File: src/alu16f_pkg.sv
// Package for the 16-bit ALU with N, Z, C and V flags.
// Holds the operation and condition codes, the flag type and the byte masks.
// Depends on nothing.
package alu16f_pkg;

    typedef enum logic [3:0] {
        OP_ADD   = 4'd0,
        OP_SUB   = 4'd1,
        OP_ADC   = 4'd2,
        OP_SBC   = 4'd3,
        OP_AND   = 4'd4,
        OP_OR    = 4'd5,
        OP_XOR   = 4'd6,
        OP_LSL   = 4'd7,
        OP_LSR   = 4'd8,
        OP_ASR   = 4'd9,
        OP_MOVL  = 4'd10,
        OP_MOVH  = 4'd11,
        OP_PASSB = 4'd12,
        OP_PASSA = 4'd13,
        OP_NONE  = 4'd14
    } alu_func_t;

    typedef enum logic [2:0] {
        COND_EQ = 3'd0,
        COND_NE = 3'd1,
        COND_GE = 3'd2,
        COND_GT = 3'd3,
        COND_LT = 3'd4,
        COND_LE = 3'd5,
        COND_CS = 3'd6,
        COND_CC = 3'd7
    } cond_t;

    typedef struct packed {
        logic n;
        logic z;
        logic c;
        logic v;
    } flags_t;

    localparam logic [15:0] HIGH_BYTE = 16'hFF00;
    localparam logic [15:0] LOW_BYTE  = 16'h00FF;

endpackage

File: src/alu16f_exec.sv
// Combinational execute logic: result, next flags and condition test.
// Depends on alu16f_pkg.
module alu16f_exec
    import alu16f_pkg::*;
(
    input  logic [3:0]  alu_function,
    input  logic [15:0] operand_a,
    input  logic [15:0] operand_b,
    input  logic        update_flags,
    input  logic [2:0]  condition,
    input  flags_t      flags_old,
    output logic [15:0] result,
    output flags_t      flags_new,
    output logic        cond_holds
);

    logic        arith;
    logic [15:0] b_eff;
    logic        carry_in;
    logic [16:0] sum;
    logic [15:0] logic_res;
    logic        big_shift;
    logic [3:0]  shamt;

    assign big_shift = |operand_b[15:4];
    assign shamt     = operand_b[3:0];

    always_comb
    begin
        arith     = 1'b0;
        b_eff     = operand_b;
        carry_in  = 1'b0;
        logic_res = '0;
        unique case (alu_function)
            OP_ADD:
            begin
                arith = 1'b1;
            end
            OP_SUB:
            begin
                arith    = 1'b1;
                b_eff    = ~operand_b;
                carry_in = 1'b1;
            end
            OP_ADC:
            begin
                arith    = 1'b1;
                carry_in = flags_old.c;
            end
            OP_SBC:
            begin
                arith    = 1'b1;
                b_eff    = ~operand_b;
                carry_in = flags_old.c;
            end
            OP_AND:   logic_res = operand_a & operand_b;
            OP_OR:    logic_res = operand_a | operand_b;
            OP_XOR:   logic_res = operand_a ^ operand_b;
            OP_LSL:   logic_res = big_shift ? '0 : (operand_a << shamt);
            OP_LSR:   logic_res = big_shift ? '0 : (operand_a >> shamt);
            OP_ASR:
            begin
                if (big_shift)
                begin
                    logic_res = {16{operand_a[15]}};
                end
                else
                begin
                    logic_res = $unsigned($signed(operand_a) >>> shamt);
                end
            end
            OP_MOVL:  logic_res = (operand_a & HIGH_BYTE) | (operand_b & LOW_BYTE);
            OP_MOVH:  logic_res = {operand_b[7:0], operand_a[7:0]};
            OP_PASSB: logic_res = operand_b;
            OP_PASSA: logic_res = operand_a;
            default:  logic_res = '0;
        endcase
    end

    assign sum    = {1'b0, operand_a} + {1'b0, b_eff} + {16'd0, carry_in};
    assign result = arith ? sum[15:0] : logic_res;

    always_comb
    begin
        flags_new = flags_old;
        if (update_flags)
        begin
            flags_new.n = result[15];
            flags_new.z = (result == 16'd0);
            flags_new.c = arith & sum[16];
            flags_new.v = arith & (operand_a[15] == b_eff[15]) & (result[15] != operand_a[15]);
        end
    end

    always_comb
    begin
        unique case (condition)
            COND_EQ: cond_holds = flags_old.z;
            COND_NE: cond_holds = ~flags_old.z;
            COND_GE: cond_holds = (flags_old.n == flags_old.v);
            COND_GT: cond_holds = ~flags_old.z & (flags_old.n == flags_old.v);
            COND_LT: cond_holds = (flags_old.n != flags_old.v);
            COND_LE: cond_holds = flags_old.z | (flags_old.n != flags_old.v);
            COND_CS: cond_holds = flags_old.c;
            COND_CC: cond_holds = ~flags_old.c;
            default: cond_holds = 1'b0;
        endcase
    end

endmodule

File: src/alu16_with_flags_top.sv
// Top level of the 16-bit ALU with N, Z, C and V flags: input register,
// execute logic, status flag register and result register.
// Depends on alu16f_pkg and alu16f_exec.
//
// Usage: one transaction on the input channel carries an operation, two
// operands, a set-flags bit and a condition code. Each input transaction
// gives exactly one output transaction with the result, the flags after the
// operation and whether the condition held on the flags before it.
// The transaction is captured in the input register, worked through the
// execute logic and the flag register, and presented from the result
// register. Throughput is one transaction per cycle while the receiver
// does not stall, set by the loop through the status flag register.
// When the receiver stalls, the result register holds its contents and the
// input register may still take one more transaction; further input is then
// stalled until the output moves. Reset clears both valid bits and all four
// flags.
module alu16_with_flags_top
    import alu16f_pkg::*;
(
    input  logic        clk,
    input  logic        rst_n,
    input  logic        in_valid,
    output logic        in_stall,
    input  logic [3:0]  alu_function,
    input  logic [15:0] operand_a,
    input  logic [15:0] operand_b,
    input  logic        update_flags,
    input  logic [2:0]  condition,
    output logic        out_valid,
    input  logic        out_stall,
    output logic [15:0] result_value,
    output logic        flag_n,
    output logic        flag_z,
    output logic        flag_c,
    output logic        flag_v,
    output logic        condition_true
);

    logic        in_valid_reg;
    logic [3:0]  func_reg;
    logic [15:0] a_reg;
    logic [15:0] b_reg;
    logic        upd_reg;
    logic [2:0]  cond_reg;

    flags_t      flags_reg;
    flags_t      flags_next;

    logic        out_valid_reg;
    logic [15:0] result_reg;
    flags_t      out_flags_reg;
    logic        cond_true_reg;

    logic [15:0] exec_result;
    logic        exec_cond;
    logic        advance;
    logic        in_take;

    assign advance  = in_valid_reg & (~out_valid_reg | ~out_stall);
    assign in_stall = in_valid_reg & ~advance;
    assign in_take  = in_valid & ~in_stall;

    alu16f_exec u_exec (
        .alu_function (func_reg),
        .operand_a    (a_reg),
        .operand_b    (b_reg),
        .update_flags (upd_reg),
        .condition    (cond_reg),
        .flags_old    (flags_reg),
        .result       (exec_result),
        .flags_new    (flags_next),
        .cond_holds   (exec_cond)
    );

    always_ff @(posedge clk or negedge rst_n)
    begin
        if (!rst_n)
        begin
            in_valid_reg  <= 1'b0;
            out_valid_reg <= 1'b0;
            flags_reg     <= '0;
        end
        else
        begin
            if (in_take)
            begin
                in_valid_reg <= 1'b1;
            end
            else if (advance)
            begin
                in_valid_reg <= 1'b0;
            end
            if (advance)
            begin
                out_valid_reg <= 1'b1;
                flags_reg     <= flags_next;
            end
            else if (!out_stall)
            begin
                out_valid_reg <= 1'b0;
            end
        end
    end

    always_ff @(posedge clk)
    begin
        if (in_take)
        begin
            func_reg <= alu_function;
            a_reg    <= operand_a;
            b_reg    <= operand_b;
            upd_reg  <= update_flags;
            cond_reg <= condition;
        end
        if (advance)
        begin
            result_reg    <= exec_result;
            out_flags_reg <= flags_next;
            cond_true_reg <= exec_cond;
        end
    end

    assign out_valid      = out_valid_reg;
    assign result_value   = result_reg;
    assign flag_n         = out_flags_reg.n;
    assign flag_z         = out_flags_reg.z;
    assign flag_c         = out_flags_reg.c;
    assign flag_v         = out_flags_reg.v;
    assign condition_true = cond_true_reg;

endmodule

File: config.mk
export PLATFORM = sky130hd
export DESIGN_NAME = alu16_with_flags_top
export DESIGN_NICKNAME = d
export VERILOG_FILES = /design/src/alu16f_pkg.sv /design/src/alu16f_exec.sv /design/src/alu16_with_flags_top.sv
export SDC_FILE = /design/constraint.sdc
export NUM_CORES = 1
export LEC_CHECK = 0
export BUFFER_PORTS_ARGS = -buffer_cell sky130_fd_sc_hd__buf_4
export CAP_MARGIN = 20
export CORE_UTILIZATION = 61
export CTS_CLUSTER_DIAMETER = 120
export DETAILED_ROUTE_END_ITERATION = 8
export GPL_TIMING_DRIVEN = 0
export PLACE_DENSITY = 0.89
export RECOVER_POWER = 50
export SKIP_CTS_REPAIR_TIMING = 1
export SYNTH_ARGS = -nofsm -noshare
export SYNTH_HDL_FRONTEND = slang
export SYNTH_HIERARCHICAL = 1
export SYNTH_SLANG_ARGS = --single-unit
File: constraint.sdc
create_clock -name clk -period 6.9 [get_ports clk]
set_input_delay 0 -clock clk [delete_from_list [all_inputs] [get_ports clk]]
set_output_delay 0 -clock clk [all_outputs]
set_load 0.02 [all_outputs]
==> impl_metrics.env, run 1 <==
export IMPL_rsz0062_at_grt="false"
export IMPL_crit_fanout=10
export IMPL_synth_ff_type="edfxtp_1"
export IMPL_max_freq_mhz=158
export IMPL_yosys_area_share_simple=0.156
export IMPL_cp_buffers_inverters=4
export IMPL_ant_nets=0
export IMPL_fp_coreArea_sq_um=9820
export IMPL_grt_pass1_vias=5879
export IMPL_final_common_cell="edfxtp_1"
export IMPL_setup_worst_path_start_class="flip-flop"
export IMPL_rrSetupSlack_ns=0.56
export IMPL_dr_total_vias=6532
export IMPL_fin_skew_ns=0.0203
export IMPL_setup_viol=0
export IMPL_finish_instance_area_sq_um=7430
export IMPL_syn_nets=771
export IMPL_timing_rr_start="func_reg[2]"
export IMPL_clockRootBuffer="clkbuf_8"
export IMPL_cts_num_sinks=67
export IMPL_fin_tns_setup_ns=0
export IMPL_crit_family="compound AO/OA/AOI/OAI gates"
export IMPL_syn_area_sq_um=6210
export IMPL_grt_overflow_total=0
export IMPL_place_area_sq_um=6880
export IMPL_fillers=710
export IMPL_die_area_sq_um=10600
export IMPL_critical_path_class="flip-flop to flip-flop"
export IMPL_die_height_um=103
export IMPL_cp_cell_sequence="clkbuf_1 -> or2_2 -> clkbuf_1 -> buf_2 -> nor2_1 -> clkbuf_1 -> xnor2_1 -> fa_1 -> a21oi_1 -> o2111ai_1 -> a31o_2 -> o41ai_2 -> nor2_1 -> a2111oi_2 -> xnor2_1 -> a21oi_1 -> a32o_1 -> mux2_2"
export IMPL_period_minus_slack_ns=6.34
export IMPL_hp_class="input pin to flip-flop"
export IMPL_synth_area_mux_share=0.111
export IMPL_synth_seq_area_share=0.319
export IMPL_firstDrtPassIters=7
export IMPL_final_cells=936
export IMPL_drtIter0Drc=1066
export IMPL_path_depth=18
export IMPL_ys_top_cells_by_area="edfxtp_1 (29%), ha_1 (9.7%), mux2i_1 (4.5%), a21oi_1 (3.8%), nand2_1 (3.3%)"
export IMPL_post_drt_wl_per_cell_um=24.9
export IMPL_grt_pass1_wl_um=32300
export IMPL_cts_path_max_buffers=2
export IMPL_n_antenna_cell=0
export IMPL_synth_top_area_frac=0.295
export IMPL_clk_latency_ns=0.37
export IMPL_drt_total_wl_um=23300
export IMPL_synthCells=677
export IMPL_timing_rr_end="flags_reg[2]"
export IMPL_yosysUniqueCellTypes=80
export IMPL_endpoint="flags_reg[2]"
export IMPL_ios=67
export IMPL_violations="capacitance limit, slew limit"
export IMPL_peakVddDrop_uv=113
export IMPL_worstMarginPinSlew_ns=3.26
export IMPL_io_buffers=66
export IMPL_crit_top_cell="clkbuf_1"
export IMPL_gp_congestion=1.08
export IMPL_drc_errors=0
export IMPL_row_count=36
export IMPL_maxSlewHeadroom=-1.20
export IMPL_synth_fa_ha_area_frac=0.103
export IMPL_total_power_mw=1.39
export IMPL_yosysWarnings=6
export IMPL_drive_gt1_frac=0.137
export IMPL_slowest_delay_ns=0.71
export IMPL_dp_cells=876
export IMPL_status="finished, violations left"
export IMPL_grt_use_total=0.419
export IMPL_final_max_slew_viol_count=26
export IMPL_synth_seq_cells=67
export IMPL_antenna_found_initial=0
export IMPL_pwr_density_cell_nw_per_um2=187
export IMPL_dp_hpwl_um=16200
export IMPL_cp_end_kind="flip-flop"
export IMPL_fin_crit_sh=0.919
export IMPL_reg2reg_depth=18
export IMPL_ys_async_sr_fraction=0.0896
export IMPL_synth_top_family_by_area="compound AO/OA/AOI/OAI gates"
export IMPL_vias_per_cell=6.98
export IMPL_fin_nets=892
export IMPL_cts_buffers=9
export IMPL_critPathLaunch="func_reg[2]"
export IMPL_synth_compound_area_frac=0.216
export IMPL_die_x_um=103
export IMPL_critPathArrivalTime_ns=6.60
export IMPL_avgSynthCellArea_sq_um=9.18
export IMPL_max_cap_violations=1
export IMPL_synth_xor_area_frac=0.0366
export IMPL_path_clk_slew_ns=0.10
export IMPL_synth_top_cell_by_area="edfxtp_1"
export IMPL_p_leak_nw=2.98
export IMPL_htree_levels=3
export IMPL_tritoncts="yes"
export IMPL_start_util=0.633
export IMPL_syn_to_final_growth_pct=19.5
export IMPL_layout_common_cells="edfxtp_1 (61), nand2_1 (55), nor2_1 (48), ha_1 (48), a21oi_1 (47)"
export IMPL_synth_edf_count=61
export IMPL_slowest_stage="clkbuf_1"
export IMPL_hold_viol=0
export IMPL_grt_max_degree=41
export IMPL_crit_required_ns=7.16
-- worst min-delay path by stage --
stage / from / end / slack, ns / cells past startpoint
floorplan: rst_n / flags_reg[0] / -0.30 / 0
global placement: rst_n / out_valid / -0.19 / 1
detailed placement: rst_n / out_valid / -0.19 / 1
CTS: rst_n / out_valid / -0.57 / 1
global route: operand_b[12] / b_reg[12] / 0.37 / 2
finish: operand_b[15] / b_reg[15] / 0.37 / 2
-- cell usage after synthesis, types with 6 or more instances --
cell type / count
xnor2_1: 20
nand3_1: 15
mux2_2: 14
a21oi_1: 47
nand2_1: 55
clkbuf_1: 22
inv_1: 44
a211oi_1: 13
edfxtp_1: 61
buf_1: 7
and3_1: 8
nor2_1: 48
o21ai_0: 37
o211ai_1: 11
nand2b_1: 11
mux4_2: 8
xor2_1: 6
ha_1: 48
mux2i_1: 28
nor3_1: 17
o22ai_1: 12
nand3b_1: 6
dfrtp_1: 6
a31oi_1: 9
buf_2: 10
-- power breakdown --
group          internal (mW)  leakage [nW]  total [mW]  switching [mW]
clock network          0.174         0.104       0.361           0.187
logic                  0.192          2.21       0.496           0.304
registers              0.492         0.665       0.533          0.0411
total                  0.858          2.98        1.39           0.531
-- per-layer routing --
metal	GRT usage	routed length, um	vias to the layer above
li1	-	-	2800
met1	0.537	8140	2983
met2	0.637	10200	620
met3	0.104	3320	129
met4	0.258	1580	0
met5	0	0	-
-- worst register-to-register path, stage by stage (launching register included) --
cell       delay (ns)
edfxtp_1         0.36
clkbuf_1         0.22
or2_2            0.34
clkbuf_1         0.28
buf_2            0.30
nor2_1           0.69
clkbuf_1         0.71
xnor2_1          0.17
fa_1             0.41
a21oi_1          0.37
o2111ai_1        0.31
a31o_2           0.30
o41ai_2          0.34
nor2_1           0.11
a2111oi_2        0.41
xnor2_1          0.18
a21oi_1          0.16
a32o_1           0.32
mux2_2           0.28
-- kinds of logic (layout without fill, tap and decap cells) --
group	after synthesis	in the layout
flops	67	67
buf+inv	87	213
fa+ha+maj	50	50
xor+xnor	26	26
mux	54	54
simple gates	196	196
compound gates	197	197
-- metrics by stage --
step	util	hold WS [ns]	setup WS, ns
final	0.756	0.372	0.557
after global routing	0.756	0.368	0.324
after CTS	0.721	-0.575	0.780
after detailed placement	0.700	-0.186	0.798
after global placement	0.700	-0.190	0.870
after floorplan	-	-0.296	2.05
-- area by class of cell --
class / instances / area, sq um / share of cell area
clock inverter: 7 / 82.6 / 0.0111
buffer: 42 / 193 / 0.0259
sequential: 67 / 1980 / 0.267
tap: 133 / 166 / 0.0224
inverter: 45 / 169 / 0.0227
clock buffer: 9 / 124 / 0.0167
timing repair buffer: 110 / 850 / 0.114
multi-input combinational: 523 / 3860 / 0.520
(Power assumes the default switching activity.)
==> run 2, diff against run 1 <==
CORE_ASPECT_RATIO = 0.9   (was default)
CORE_UTILIZATION = 65   (was 61)
PLACE_DENSITY = 0.94   (was 0.89)
clock period = 7.87 ns   (was 6.9 ns; I/O delays follow)
==> run 2 against run 1 <==
Against the previous run: the run still ends with capacitance limit, slew limit left; die area shrank 6.0%; final cell count shrank 1.2%; register-to-register slack gained 0.68 ns.
==> impl_metrics.env, run 2 (synthesized netlist as in run 1, its figures left out) <==
export IMPL_status="finished, violations left"
export IMPL_violations="capacitance limit, slew limit"
export IMPL_p_clk_frac=0.249
export IMPL_path_clk_slew_ns=0.09
export IMPL_syn_to_final_growth_pct=18.8
export IMPL_start_util=0.675
export IMPL_gp_congestion=1.11
export IMPL_seqPwrFrac=0.386
export IMPL_die_x_um=105
export IMPL_multiInputGateArea_sq_um=3860
export IMPL_row_count=33
export IMPL_rrSetupSlack_ns=1.24
export IMPL_cts_num_sinks=67
export IMPL_post_drt_wl_per_cell_um=25.7
export IMPL_fin_ws_ns=1.24
export IMPL_fin_skew_ns=0.0190
export IMPL_final_max_slew_viol_count=26
export IMPL_clockRootBuffer="clkbuf_8"
export IMPL_p_int_uw=746
export IMPL_endpoint="flags_reg[0]"
export IMPL_reg2reg_depth=18
export IMPL_timing_rr_start="func_reg[2]"
export IMPL_crit_fanout=10
export IMPL_max_freq_mhz=151
export IMPL_peakVddDrop_uv=134
export IMPL_cp_end_kind="flip-flop"
export IMPL_grt_pass1_wl_um=32500
export IMPL_pwr_density_cell_nw_per_um2=164
export IMPL_fin_util=0.802
export IMPL_setup_worst_path_start_class="flip-flop"
export IMPL_drive_gt1_frac=0.133
export IMPL_p_comb_frac=0.365
export IMPL_worstMarginPinSlew_ns=3.31
export IMPL_drtIter0Drc=1532
export IMPL_io_buffers=66
export IMPL_cts_path_max_buffers=2
export IMPL_htree_levels=3
export IMPL_cts_buffers=9
export IMPL_drt_total_wl_um=23800
export IMPL_ant_nets=0
export IMPL_critPathLaunch="func_reg[2]"
export IMPL_regArea_sq_um=1980
export IMPL_firstDrtPassIters=8
export IMPL_grt_pass1_vias=5761
export IMPL_fp_coreArea_sq_um=9210
export IMPL_final_common_cell="edfxtp_1"
export IMPL_maxSlewHeadroom=-1.22
export IMPL_setup_viol=0
export IMPL_vias_per_cell=7.38
export IMPL_pre_cts_ws_ns=1.79
export IMPL_dp_hpwl_um=15900
export IMPL_dp_cells=865
export IMPL_die_height_um=94.8
export IMPL_switching_share=0.383
export IMPL_die_area_sq_um=9960
export IMPL_critPathArrivalTime_ns=6.91
export IMPL_clk_latency_ns=0.36
export IMPL_fillers=573
export IMPL_rsz0062_at_grt="false"
export IMPL_net_switching_power_uw=464
export IMPL_grt_overflow_total=0
export IMPL_holdWs_ns=0.0750
export IMPL_grt_use_total=0.440
export IMPL_tritoncts="yes"
export IMPL_drc_errors=0
export IMPL_max_cap_violations=1
export IMPL_crit_required_ns=8.14
export IMPL_grt_max_degree=41
export IMPL_fin_tns_setup_ns=0
export IMPL_hold_viol=0
export IMPL_antenna_found_initial=0
export IMPL_ios=67
export IMPL_fin_nets=891
export IMPL_dr_total_vias=6830
export IMPL_timing_rr_end="flags_reg[0]"
export IMPL_final_cells=925
export IMPL_critical_path_class="flip-flop to flip-flop"
export IMPL_p_leak_nw=2.96
export IMPL_fin_crit_sh=0.843
export IMPL_hp_class="input pin to async pin"
export IMPL_layout_common_cells="edfxtp_1 (61), nand2_1 (55), clkbuf_1 (48), nor2_1 (48), ha_1 (48)"
export IMPL_period_minus_slack_ns=6.63
## run 2: cell count changes in the layout (fill, tap and decap cells not counted), sizes merged
cell         before  now
clkbuf           95   97
diode             0    1
dlygate4sd3      44   43
inv              48   44
clkinvlp          1    0
clkinv            2    5
## run 2: power by group through the flow
stage	combinational [mW]	sequential [mW]	clock, mW
floorplan	0.260	0.477	0
global placement	0.388	0.470	0
detailed placement	0.402	0.472	0
CTS	0.406	0.464	0.292
global route	0.460	0.469	0.308
finish	0.442	0.467	0.301
## run 2: how the worst min path moves through the flow
stage               slack [ns]           end   from
CTS                      -0.56  in_valid_reg  rst_n
finish                    0.07  in_valid_reg  rst_n
global placement         -0.19     out_valid  rst_n
detailed placement       -0.18  in_valid_reg  rst_n
global route              0.11  in_valid_reg  rst_n
floorplan                -0.30  flags_reg[0]  rst_n
## run 2: per-stage QoR
step | instance area [sq um] | power, mW
floorplan | 6210 | 0.737
global route | 7380 | 1.24
CTS | 7050 | 1.16
global placement | 6860 | 0.857
detailed placement | 6860 | 0.874
finish | 7380 | 1.21
## run 2: routing by layer
metal  vias to the layer above  GRT usage  wire length, um
met4                         0      0.251             2040
met3                       208      0.119             3960
li1                       2793          -                -
met1                      3039      0.583             8140
met5                         -          0                0
met2                       790      0.651             9640
## run 2: layout make-up
type	instances	share of cell area
multi-input cells	523	0.523
flip-flops and latches	67	0.269
repair buffers	109	0.113
plain buffers	42	0.0261
inverters	45	0.0229
well taps	122	0.0207
clock buffers	11	0.0178
clock inverters	5	0.00729
diodes	1	0.000339
## run 2: critical path, stage by stage, from the launching register on
cell and delay (ns):
edfxtp_1 0.36, clkbuf_1 0.22, or2_2 0.34, clkbuf_1 0.27
buf_2 0.30, nor2_1 0.68, clkbuf_1 0.71, xnor2_1 0.19
fa_1 0.44, a21oi_1 0.49, o2111ai_1 0.29, a31o_2 0.29
o41ai_2 0.33, nor2_1 0.14, a2111oi_2 0.52, nor2b_1 0.25
xnor2_1 0.09, o41ai_1 0.36, mux2_2 0.25
==> run 3, diff against run 2 <==
ABC_AREA = 1   (was default)
CORE_UTILIZATION = 55   (was 65)
PLACE_DENSITY = 0.85   (was 0.94)
clock period = 5.82 ns   (was 7.87 ns; I/O delays follow)
==> run 3 against run 2 <==
Against the previous run: the run ends with DRC, hold timing left; clock power up 110%; flip-flop and latch count unchanged; wire length down 4.3%; die area up 22%; synthesized area up 3.5%; critical endpoint is now flags_reg[2]; largest cell class unchanged; highest routed layer unchanged.
==> impl_metrics.env, run 3 <==
export IMPL_status="finished, violations left"
export IMPL_violations="DRC, hold timing"
export IMPL_row_count=37
export IMPL_synth_seq_cells=67
export IMPL_hold_viol=1
export IMPL_grt_pass1_wl_um=32400
export IMPL_slowest_stage="nor2_1"
export IMPL_critPathArrivalTime_ns=4.84
export IMPL_path_clk_slew_ns=0.05
export IMPL_final_cells=1273
export IMPL_synth_most_common_cell="nand2_1"
export IMPL_total_power_mw=1.92
export IMPL_antenna_found_initial=0
export IMPL_die_height_um=105
export IMPL_drt_total_wl_um=22800
export IMPL_p_leak_nw=3.97
export IMPL_tritoncts="yes"
export IMPL_synth_area_mux_share=0
export IMPL_hp_class="input pin to flip-flop"
export IMPL_setup_worst_path_start_class="flip-flop"
export IMPL_yosysWarnings=6
export IMPL_crit_fanout=10
export IMPL_post_drt_wl_per_cell_um=17.9
export IMPL_grt_use_total=0.365
export IMPL_critical_path_class="flip-flop to flip-flop"
export IMPL_setup_viol=0
export IMPL_grt_pass1_vias=6229
export IMPL_holdWs_ns=-0.0205
export IMPL_cp_end_kind="flip-flop"
export IMPL_fin_nets=1206
export IMPL_cts_buffers=9
export IMPL_synth_compound_area_frac=0.0434
export IMPL_syn_area_sq_um=6430
export IMPL_finish_instance_area_sq_um=7820
export IMPL_fin_skew_ns=0.00863
export IMPL_yosysUniqueCellTypes=34
export IMPL_pwr_density_cell_nw_per_um2=246
export IMPL_drc_errors=1
export IMPL_dp_cells=1215
export IMPL_crit_top_cell="nand2_1"
export IMPL_io_buffers=66
export IMPL_syn_to_final_growth_pct=21.6
export IMPL_grt_overflow_total=0
export IMPL_n_antenna_cell=0
export IMPL_dp_hpwl_um=16700
export IMPL_rsz0062_at_grt="false"
export IMPL_place_area_sq_um=7150
export IMPL_synth_fa_ha_area_frac=0.0996
export IMPL_vias_per_cell=5.71
export IMPL_ant_nets=0
export IMPL_firstDrtPassIters=8
export IMPL_slowest_delay_ns=0.60
export IMPL_synth_top_cell_by_area="edfxtp_1"
export IMPL_fin_tns_setup_ns=0
export IMPL_die_x_um=116
export IMPL_clockRootBuffer="clkbuf_16"
export IMPL_synth_common_cells="nand2_1 (350), nand3_1 (168), inv_1 (114)"
export IMPL_period_minus_slack_ns=4.56
export IMPL_cts_num_sinks=67
export IMPL_pre_cts_ws_ns=1.41
export IMPL_dr_total_vias=7274
export IMPL_final_max_slew_viol_count=0
export IMPL_clk_latency_ns=0.34
export IMPL_synth_top_area_frac=0.285
export IMPL_fin_crit_sh=0.783
export IMPL_ys_async_sr_fraction=0.0896
export IMPL_maxSlewHeadroom=0.364
export IMPL_final_common_cell="nand2_1"
export IMPL_worstMarginPinSlew_ns=0.950
export IMPL_die_area_sq_um=12100
export IMPL_max_freq_mhz=219
export IMPL_fin_util=0.687
export IMPL_yosys_area_share_simple=0.430
export IMPL_synth_top_family_by_area="simple AND/OR/NAND/NOR gates"
export IMPL_cts_path_max_buffers=2
export IMPL_max_cap_violations=0
export IMPL_start_util=0.565
export IMPL_synth_edf_count=61
export IMPL_crit_required_ns=6.10
export IMPL_gp_congestion=0.999
export IMPL_peakVddDrop_uv=388
export IMPL_grt_max_degree=29
export IMPL_layout_common_cells="nand2_1 (350), nand3_1 (168), inv_1 (114)"
export IMPL_ys_top_cells_by_area="edfxtp_1 (28%), nand2_1 (20%), nand3_1 (13%), ha_1 (9.3%), inv_1 (6.7%)"
export IMPL_cp_cell_sequence="nor2_1 -> buf_2 -> nand2_1 -> buf_2 -> xor2_1 -> fa_1 -> inv_1 -> fa_1 -> inv_1 -> nand2_1 -> nand2_1 -> nand3_1 -> nand2_1 -> nand2_1 -> nand3_1 -> nand4_1 -> nor2_1 -> nand2_1 -> nor2_1 -> nand3_1 -> nand2_1 -> nand3_1 -> nand2_1"
export IMPL_fin_ws_ns=1.26
export IMPL_synth_seq_area_share=0.308
export IMPL_synth_ff_type="edfxtp_1"
export IMPL_drive_gt1_frac=0.0842
export IMPL_fp_coreArea_sq_um=11400
export IMPL_htree_levels=3
export IMPL_synthCells=992
export IMPL_syn_nets=1086
export IMPL_avgSynthCellArea_sq_um=6.48
export IMPL_ios=67
export IMPL_synth_xor_area_frac=0.0259
export IMPL_drtIter0Drc=1006
==> run 3: power breakdown <==
part	total [mW]	internal [mW]	switching, mW
logic	0.648	0.215	0.433
registers	0.651	0.599	0.0516
clock network	0.626	0.428	0.198
total	1.92	1.24	0.683
==> run 3: kinds of logic after synthesis <==
kind of cell | after synthesis
flip-flops | 67
buffers and inverters | 150
AND/OR/NAND/NOR | 655
XOR/XNOR | 19
adder cells (fa/ha/maj) | 50
AO/OA/AOI/OAI | 51
==> run 3: area by class of cell <==
| class | instances | area, sq um |
|---|---|---|
| inverter | 122 | 458 |
| multi-input combinational | 775 | 3850 |
| clock inverter | 5 | 100 |
| buffer | 28 | 140 |
| clock buffer | 11 | 243 |
| tap | 156 | 195 |
| fill | 998 | 3560 |
| timing repair buffer | 109 | 853 |
| sequential | 67 | 1980 |
==> run 3: per-layer routing <==
metal,vias to the layer above,GRT usage,wire length [um]
met3,73,0.116,3090
met1,3267,0.505,9130
li1,3447,-,-
met2,487,0.511,9530
met5,-,0,0
met4,0,0.170,1010
==> run 3: critical path, delay by kind of cell, from the launching register on <==
family,cells,cell delay (ns)
buffers and inverters,4,0.91
AND/OR/NAND/NOR,16,2.18
flip-flops,1,0.48
adder cells (fa/ha/maj),2,0.72
XOR/XNOR,1,0.20
==> run 3: final timing paths <==
check | start | endpoint | slack, ns | depth (start not counted)
worst max-delay path | func_reg[2] | flags_reg[2] | 1.26 | 23
worst min-delay path | out_stall | in_valid_reg | -0.02 | 3
worst max register to register | func_reg[2] | flags_reg[2] | 1.26 | 23
worst min register to register | flags_reg[1] | flags_reg[1] | 0.49 | 2
max in group asynchronous | rst_n | out_valid | 5.47 | 2
min in group asynchronous | rst_n | flags_reg[3] | 0.09 | 2
